<file path="src/sv/sic_pkg.sv">
// ----------------------------------------------------------------------------
// sic_pkg
// types, codes and sizes shared by the site classifier modules
// ----------------------------------------------------------------------------
package sic_pkg;

    localparam int DEF_MAX_TAXA   = 64;
    localparam int DEF_NUM_STATES = 16;

    // queue between front and back, power of two so the pointers wrap
    localparam int QUEUE_DEPTH = 4;

    localparam int READ_W     = 4;
    localparam int CNT_W      = 7;
    localparam int MASK_W     = 64;
    localparam int MASK_IDX_W = 6;
    localparam int DIST_OUT_W = 5;
    localparam int TYPE_W     = 2;

    localparam logic [TYPE_W-1:0] SITE_CONSTANT    = 2'd0;
    localparam logic [TYPE_W-1:0] SITE_SINGULAR    = 2'd1;
    localparam logic [TYPE_W-1:0] SITE_INFORMATIVE = 2'd2;

    typedef struct packed {
        logic [READ_W-1:0] reading;
        logic              last_taxon;
    } t_item;

    typedef struct packed {
        logic [TYPE_W-1:0]     site_type;
        logic [READ_W-1:0]     majority_state;
        logic [MASK_W-1:0]     singular_mask;
        logic [DIST_OUT_W-1:0] distinct_states;
        logic                  taxa_overflow;
    } t_result;

    // classified item as it travels through the queue
    typedef struct packed {
        logic [READ_W-1:0] reading;
        logic              counted;
        logic              last_taxon;
    } t_entry;

    // queue status seen by the back end
    typedef struct packed {
        logic   valid;
        t_entry entry;
    } t_qhead;

endpackage

</file>
<file path="src/sv/sic_front.sv">
// ----------------------------------------------------------------------------
// sic_front
// accepts items, holds the missing code and marks whether each reading is counted
// ----------------------------------------------------------------------------
module sic_front #(
    parameter int NUM_STATES = sic_pkg::DEF_NUM_STATES
) (
    input  logic                       i_clk,
    input  logic                       i_rst_n,
    input  logic                       i_start,
    input  sic_pkg::t_item             i_item,
    input  logic                       i_cfg_we,
    input  logic [sic_pkg::READ_W-1:0] i_cfg_wdata,
    input  logic                       i_full,
    output logic                       o_busy,
    output logic                       o_push,
    output sic_pkg::t_entry            o_entry
);
    import sic_pkg::*;

    localparam logic [READ_W:0] STATE_LIM = (READ_W+1)'(NUM_STATES);

    logic [READ_W-1:0] r_missing;
    logic              in_range;

    always_ff @(posedge i_clk) begin
        if (!i_rst_n) begin
            r_missing <= '0;
        end else if (i_cfg_we) begin
            r_missing <= i_cfg_wdata;
        end
    end

    // out-of-range states count as missing
    assign in_range = {1'b0, i_item.reading} < STATE_LIM;

    assign o_busy             = i_full;
    assign o_push             = i_start && !i_full;
    assign o_entry.reading    = i_item.reading;
    assign o_entry.counted    = in_range && (i_item.reading != r_missing);
    assign o_entry.last_taxon = i_item.last_taxon;

endmodule

</file>
<file path="src/sv/sic_queue.sv">
// ----------------------------------------------------------------------------
// sic_queue
// short item queue that decouples the front from the back end
// ----------------------------------------------------------------------------
module sic_queue (
    input  logic            i_clk,
    input  logic            i_rst_n,
    input  logic            i_push,
    input  sic_pkg::t_entry i_entry,
    input  logic            i_pop,
    output logic            o_full,
    output sic_pkg::t_qhead o_head
);
    import sic_pkg::*;

    localparam int PTR_W = $clog2(QUEUE_DEPTH);
    localparam int QCNT_W = $clog2(QUEUE_DEPTH + 1);

    t_entry              r_mem [QUEUE_DEPTH];
    logic [PTR_W-1:0]    r_wr_ptr;
    logic [PTR_W-1:0]    r_rd_ptr;
    logic [QCNT_W-1:0]   r_fill;
    logic                do_pop;

    assign do_pop = i_pop && (r_fill != '0);

    always_ff @(posedge i_clk) begin
        if (i_push) begin
            r_mem[r_wr_ptr] <= i_entry;
        end
    end

    always_ff @(posedge i_clk) begin
        if (!i_rst_n) begin
            r_wr_ptr <= '0;
            r_rd_ptr <= '0;
            r_fill   <= '0;
        end else begin
            if (i_push) begin
                r_wr_ptr <= r_wr_ptr + PTR_W'(1);
            end
            if (do_pop) begin
                r_rd_ptr <= r_rd_ptr + PTR_W'(1);
            end
            if (i_push && !do_pop) begin
                r_fill <= r_fill + QCNT_W'(1);
            end else if (do_pop && !i_push) begin
                r_fill <= r_fill - QCNT_W'(1);
            end
        end
    end

    assign o_full       = (r_fill == QCNT_W'(QUEUE_DEPTH));
    assign o_head.valid = (r_fill != '0);
    assign o_head.entry = r_mem[r_rd_ptr];

endmodule

</file>
<file path="src/sv/sic_back.sv">
// ----------------------------------------------------------------------------
// sic_back
// counts states per column, then walks the states in first-seen order
// ----------------------------------------------------------------------------
module sic_back #(
    parameter int MAX_TAXA   = sic_pkg::DEF_MAX_TAXA,
    parameter int NUM_STATES = sic_pkg::DEF_NUM_STATES
) (
    input  logic             i_clk,
    input  logic             i_rst_n,
    input  sic_pkg::t_qhead  i_head,
    output logic             o_pop,
    output logic             o_done,
    output sic_pkg::t_result o_result
);
    import sic_pkg::*;

    localparam int SIDX_W = $clog2(NUM_STATES);
    localparam int TIDX_W = $clog2(MAX_TAXA);
    localparam int TCNT_W = $clog2(MAX_TAXA + 1);
    localparam int DCNT_W = $clog2(NUM_STATES + 1);
    localparam logic [CNT_W-1:0] CNT_MAX = {CNT_W{1'b1}};

    typedef enum logic [1:0] {
        S_LOAD = 2'b01,
        S_WALK = 2'b10
    } t_back_state;

    t_back_state        r_state;
    logic [CNT_W-1:0]   r_cnt         [NUM_STATES];
    logic [SIDX_W-1:0]  r_seen        [NUM_STATES];
    logic [TIDX_W-1:0]  r_first_taxon [NUM_STATES];
    logic [TCNT_W-1:0]  r_taxon_cnt;
    logic [DCNT_W-1:0]  r_distinct;
    logic               r_ovf;
    logic [SIDX_W-1:0]  r_k;
    logic [CNT_W-1:0]   r_best;
    logic [SIDX_W-1:0]  r_major;
    logic [DCNT_W-1:0]  r_doubles;
    logic [MASK_W-1:0]  r_mask;
    logic               r_done;
    t_result            r_result;

    logic [SIDX_W-1:0]  rd_idx;
    logic [CNT_W-1:0]   cur_cnt;
    logic               room;
    logic               take;
    logic [CNT_W-1:0]   n_best;
    logic [SIDX_W-1:0]  n_major;
    logic [DCNT_W-1:0]  n_doubles;
    logic [MASK_W-1:0]  n_mask;
    logic               few;
    logic               walk_end;
    t_result            n_result;

    assign o_pop = (r_state == S_LOAD) && i_head.valid;

    // one shared read port on the count table: loading or walking
    assign rd_idx  = (r_state == S_WALK) ? r_seen[r_k] : i_head.entry.reading[SIDX_W-1:0];
    assign cur_cnt = r_cnt[rd_idx];
    assign room    = r_taxon_cnt < TCNT_W'(MAX_TAXA);

    always_comb begin
        take      = cur_cnt > r_best;
        n_best    = take ? cur_cnt : r_best;
        n_major   = take ? rd_idx : r_major;
        n_doubles = r_doubles + ((cur_cnt >= CNT_W'(2)) ? DCNT_W'(1) : DCNT_W'(0));
        n_mask    = r_mask;
        if (cur_cnt == CNT_W'(1)) begin
            n_mask = r_mask | (MASK_W'(1) << MASK_IDX_W'(r_first_taxon[rd_idx]));
        end
        few      = r_distinct < DCNT_W'(2);
        walk_end = few || ((DCNT_W'(r_k) + DCNT_W'(1)) == r_distinct);

        n_result.distinct_states = DIST_OUT_W'(r_distinct);
        n_result.taxa_overflow   = r_ovf;
        if (few) begin
            n_result.site_type      = SITE_CONSTANT;
            n_result.majority_state = '0;
            n_result.singular_mask  = '0;
        end else begin
            n_result.site_type      = (n_doubles <= DCNT_W'(1)) ? SITE_SINGULAR
                                                                : SITE_INFORMATIVE;
            n_result.majority_state = READ_W'(n_major);
            n_result.singular_mask  = n_mask;
        end
    end

    always_ff @(posedge i_clk) begin
        if (!i_rst_n) begin
            r_state     <= S_LOAD;
            r_taxon_cnt <= '0;
            r_distinct  <= '0;
            r_ovf       <= 1'b0;
            r_done      <= 1'b0;
            for (int i = 0; i < NUM_STATES; i++) begin
                r_cnt[i] <= '0;
            end
        end else begin
            r_done <= 1'b0;
            unique case (r_state)
                S_LOAD: begin
                    if (o_pop) begin
                        if (!room) begin
                            r_ovf <= 1'b1;
                        end else begin
                            if (i_head.entry.counted) begin
                                if (cur_cnt == '0) begin
                                    r_seen[r_distinct[SIDX_W-1:0]] <= rd_idx;
                                    r_first_taxon[rd_idx] <= r_taxon_cnt[TIDX_W-1:0];
                                    r_distinct <= r_distinct + DCNT_W'(1);
                                end
                                if (cur_cnt != CNT_MAX) begin
                                    r_cnt[rd_idx] <= cur_cnt + CNT_W'(1);
                                end
                            end
                            r_taxon_cnt <= r_taxon_cnt + TCNT_W'(1);
                        end
                        if (i_head.entry.last_taxon) begin
                            r_state   <= S_WALK;
                            r_k       <= '0;
                            r_best    <= '0;
                            r_major   <= '0;
                            r_doubles <= '0;
                            r_mask    <= '0;
                        end
                    end
                end
                S_WALK: begin
                    if (walk_end) begin
                        r_done      <= 1'b1;
                        r_result    <= n_result;
                        r_taxon_cnt <= '0;
                        r_distinct  <= '0;
                        r_ovf       <= 1'b0;
                        r_state     <= S_LOAD;
                        for (int i = 0; i < NUM_STATES; i++) begin
                            r_cnt[i] <= '0;
                        end
                    end else begin
                        r_k       <= r_k + SIDX_W'(1);
                        r_best    <= n_best;
                        r_major   <= n_major;
                        r_doubles <= n_doubles;
                        r_mask    <= n_mask;
                    end
                end
                default: begin
                    r_state <= S_LOAD;
                end
            endcase
        end
    end

    assign o_done   = r_done;
    assign o_result = r_result;

endmodule

</file>
<file path="src/sv/site_informativeness_classifier_core.sv">
// ----------------------------------------------------------------------------
// site_informativeness_classifier_core
// classifies one alignment column as constant, singular or informative
// ----------------------------------------------------------------------------
// usage
//   items: one reading per taxon on i_item, taken when start is high and busy
//   is low; last_taxon closes the column. busy rises only when the four-entry
//   item queue is full.
//   config: i_cfg_we writes the missing code from i_cfg_wdata.
//   results: one per column on o_result, valid for the single cycle o_done is
//   high; the receiver cannot stall, so nothing holds results back.
// timing
//   the back end takes one queued reading per cycle while any are queued, then
//   walks the column's distinct states in first-seen order, one state per cycle
//   (when fewer than two states, the first step ends the walk). o_done rises
//   the cycle after the final walk step. readings queue up while a walk runs.
// reset
//   synchronous, active low: queue emptied, counts cleared, missing code 0.
// ----------------------------------------------------------------------------
module site_informativeness_classifier_core #(
    parameter int MAX_TAXA   = sic_pkg::DEF_MAX_TAXA,
    parameter int NUM_STATES = sic_pkg::DEF_NUM_STATES
) (
    input  logic                       i_clk,
    input  logic                       i_rst_n,
    input  logic                       start,
    output logic                       busy,
    input  sic_pkg::t_item             i_item,
    input  logic                       i_cfg_we,
    input  logic [sic_pkg::READ_W-1:0] i_cfg_wdata,
    output logic                       o_done,
    output sic_pkg::t_result           o_result
);
    import sic_pkg::*;

    logic   full;
    logic   push;
    logic   pop;
    t_entry entry;
    t_qhead head;

    sic_front #(
        .NUM_STATES (NUM_STATES)
    ) u_front (
        .i_clk       (i_clk),
        .i_rst_n     (i_rst_n),
        .i_start     (start),
        .i_item      (i_item),
        .i_cfg_we    (i_cfg_we),
        .i_cfg_wdata (i_cfg_wdata),
        .i_full      (full),
        .o_busy      (busy),
        .o_push      (push),
        .o_entry     (entry)
    );

    sic_queue u_queue (
        .i_clk   (i_clk),
        .i_rst_n (i_rst_n),
        .i_push  (push),
        .i_entry (entry),
        .i_pop   (pop),
        .o_full  (full),
        .o_head  (head)
    );

    sic_back #(
        .MAX_TAXA   (MAX_TAXA),
        .NUM_STATES (NUM_STATES)
    ) u_back (
        .i_clk    (i_clk),
        .i_rst_n  (i_rst_n),
        .i_head   (head),
        .o_pop    (pop),
        .o_done   (o_done),
        .o_result (o_result)
    );

endmodule

</file>
<file path="config.mk">
export PLATFORM = sky130hd
export DESIGN_NAME = site_informativeness_classifier_core
export DESIGN_NICKNAME = d
export VERILOG_FILES = /design/src/sv/sic_pkg.sv /design/src/sv/sic_front.sv /design/src/sv/sic_queue.sv /design/src/sv/sic_back.sv /design/src/sv/site_informativeness_classifier_core.sv
export SDC_FILE = /design/constraint.sdc
export NUM_CORES = 1
export LEC_CHECK = 0
export ABC_CLOCK_PERIOD_IN_PS = 14600
export BUFFER_PORTS_ARGS = -buffer_cell sky130_fd_sc_hd__buf_2
export CAP_MARGIN = 10
export CORE_UTILIZATION = 50
export CTS_BUF_LIST = sky130_fd_sc_hd__clkbuf_16
export DETAILED_ROUTE_END_ITERATION = 6
export PLACE_DENSITY = 0.67
export SYNTH_ARGS = -nofsm -noshare
export SYNTH_HDL_FRONTEND = slang
export SYNTH_SLANG_ARGS = --single-unit
</file>
<file path="constraint.sdc">
create_clock -name i_clk -period 14.6 [get_ports i_clk]
set_input_delay 2.92 -clock i_clk [delete_from_list [all_inputs] [get_ports i_clk]]
set_output_delay 2.92 -clock i_clk [all_outputs]
set_load 0.01 [all_outputs]
</file>
==> impl_metrics.tcl <==
set metrics [dict create \
    outcome "finished, final reports clean" \
    relSlewSlack 0.159 \
    synth.cell_area_um2 22300 \
    grt_start_max_net_pins 82 \
    syn_inst 1651 \
    nNetsFinal 1745 \
    rsz0062_at_grt "no" \
    portBuffers 90 \
    pre_cts_ws_ps 6930 \
    dp_cells 2245 \
    synth_area_per_cell_um2 13.5 \
    synth_warnings 0 \
    maxSlewViolCount 0 \
    h-tree-depth 2 \
    die_h_um 213 \
    worst_pin_slew_ps 1260 \
    grt_pass1_wl_um 82100 \
    final_hold_viol_count 0 \
    cts.sink_count 489 \
    vdd_ir_drop_max_mv 0.135 \
    grt.total_usage 0.239 \
    rows 77 \
    top_layer "met4" \
    ios 91 \
    fmax_ghz 0.128 \
    clock_latency_ps 590 \
    cts_setup_buffers 0 \
    final_cell_mix "edfxtp_1 (456), nand2_1 (191), buf_2 (91), nor2_1 (84), nor3_1 (80)" \
    holdWs_ps 464 \
    p_leak_nw 8.41 \
    overflow 0 \
    synth-seq-cells 489 \
    p_per_area_nw_per_um2 203 \
    wl_per_cell_um 22.6 \
    setup_viol 0 \
    synth_seq_area_share 0.644 \
    die_w_um 213 \
    clkSlewWorstSetupHoldPaths_ps 60 \
    start_util 0.505 \
    criticalPathCategory "flip-flop to flip-flop" \
    final_common_cell "edfxtp_1" \
    cts_tree "built" \
    power_mw 5.02 \
    syn_nets 1690 \
    synth.distinct_cells 97 \
    multi_input_area_um2 7280 \
    postCtsHoldBufs 0 \
    crit_path_end_kind "flip-flop" \
    period_needed_ps 7820 \
    crit_fanout 80 \
    arrival_ps 8010 \
    num_antenna_cells 0 \
    crit_required_ps 14800 \
    dpl-instance-area_um2 23100 \
    routabilityCongestion 0.864 \
    routed_wl_um 52900 \
    hp-class "flip-flop to flip-flop" \
    post-route-period-util 0.535 \
    core_um2 44100 \
    drt_first_pass_iters 5 \
    area_growth_pct 10.9 \
    skew_ps 21.9 \
    cts.root.buffer_cell "clkbuf_16" \
    numCtsBuffers 50 \
    post-route-util 0.560 \
    grt_pass1_vias 13846 \
    drive_gt1_frac 0.164 \
    final_cell_count_no_fill 2337 \
    wirelength_met1_um 22500 \
    met2_length_um 24600 \
    antenna_found_initial 0 \
    hpwlAfterDp_um 34400 \
    postRouteAntennaNets 0 \
    vias_per_cell 6.13 \
    fin_setup_tns_ps 0 \
    filler_cell_count 3654 \
    synth-async-reset-ratio 0 \
    synthFlopType "edfxtp_1" \
    setup_slack_ps 6780 \
    dieArea_um2 45400 \
    ctsResizeCount 0 \
    first_iter_violations 1330 \
    design_area_um2 24700 \
    drc 0 \
    maxCapViolations 0 \
    register_area_um2 14400 \
    synth_edf_count 456 \
    wl_met3_um 4180 \
    setup.worst_path.start_class "flip-flop" \
    clk_path_buf_depth 3 \
    vias 14323 \
]
-- where the power goes --
group          leakage, nW  total (mW)  internal [mW]  switching [mW]
clock                0.813        1.24          0.718           0.519
combinational         3.01        1.88          0.532            1.34
sequential            4.59        1.91           1.78           0.122
-- critical path: stages (launching register included) --
cell and delay, ps:
dfxtp_1 310, inv_1 110, ha_4 420, buf_4 670, inv_2 80, nor2_1 230
o21ai_4 160, nand3_4 450, clkinv_2 500, buf_4 540, nand2_1 170, nand3_1 90
and3_1 250, o31ai_4 440, clkinv_1 650, ha_1 510, o41ai_1 110, nand4b_2 360
nor2_4 40, buf_4 360, o21ai_0 870
-- cell usage after synthesis (5+ instances only) --
cell	count	area (um2)
edfxtp_1	456	13700
nand2_1	192	721
nor2_1	85	319
nor3_1	80	400
a22o_1	66	578
mux2i_1	65	651
clkbuf_1	49	184
o21ai_0	46	230
nand3_1	38	190
o21ai_1	38	190
and3_1	34	213
buf_2	34	170
dfxtp_1	33	661
inv_1	33	124
mux4_2	26	586
ha_1	25	313
nor4_1	23	144
o211ai_1	21	158
nand4_1	19	119
and2_1	17	106
a32oi_1	15	131
a211oi_1	14	105
buf_6	14	158
xor2_1	13	114
a21oi_1	12	60.1
xnor2_1	12	105
nor4_2	11	138
mux2_2	10	113
a311oi_1	8	70.1
nor2b_1	8	50.1
o31a_1	8	70.1
o31ai_1	8	60.1
a31oi_1	7	43.8
buf_1	7	26.3
nor4b_2	6	90.1
a311o_1	5	50.1
inv_2	5	18.8
nor3_2	5	50.1
or3_1	5	31.3
or4_1	5	37.5
-- kinds of logic after synthesis --
logic type | after synthesis | share of synthesized area
multiplexers | 103 | 0.0617
flip-flops | 489 | 0.644
XOR/XNOR | 26 | 0.0105
AND/OR/NAND/NOR | 569 | 0.139
buffers and inverters | 149 | 0.0336
adder cells (fa/ha/maj) | 26 | 0.0149
AO/OA/AOI/OAI | 289 | 0.0963
-- registers in the layout, indices dropped and copies added (netlist names), 3 cells and up, named ones only --
signal and count:
u_back.r_cnt 112, u_back.r_first_taxon 96, u_back.o_result 76, u_back.r_mask 64, u_back.r_seen 64, u_queue.r_mem 24
u_back.r_best 7, u_back.r_taxon_cnt 7, u_back.r_distinct 5, u_back.r_doubles 5, u_back.r_k 4, u_back.r_major 4
u_front.r_missing 4, u_queue.r_fill 3
-- per-layer routing --
layer  global-route usage  vias up
met1                0.328     7091
met4               0.0867        0
met2                0.379      600
met5                    0        -
li1                     -     6522
met3               0.0468      110
-- worst paths after layout --
path	from	end	slack (ps)	cells past startpoint
worst max-delay path	u_back.r_state[0]	u_back.r_cnt[10][2]	6780	20
worst min-delay path	u_back.r_ovf	u_back.o_result[0]	460	0
worst max register to register	u_back.r_state[0]	u_back.r_cnt[10][2]	6780	20
worst min register to register	u_back.r_ovf	u_back.o_result[0]	460	0
-- final cells by class --
class | count | share of cell area
clock buffers | 51 | 0.0516
clock inverters | 40 | 0.0125
inverters | 39 | 0.00597
multi-input cells | 1013 | 0.294
flip-flops and latches | 489 | 0.580
well taps | 592 | 0.0300
repair buffers | 113 | 0.0251
Note: power is estimated with default switching activity, not from simulation.
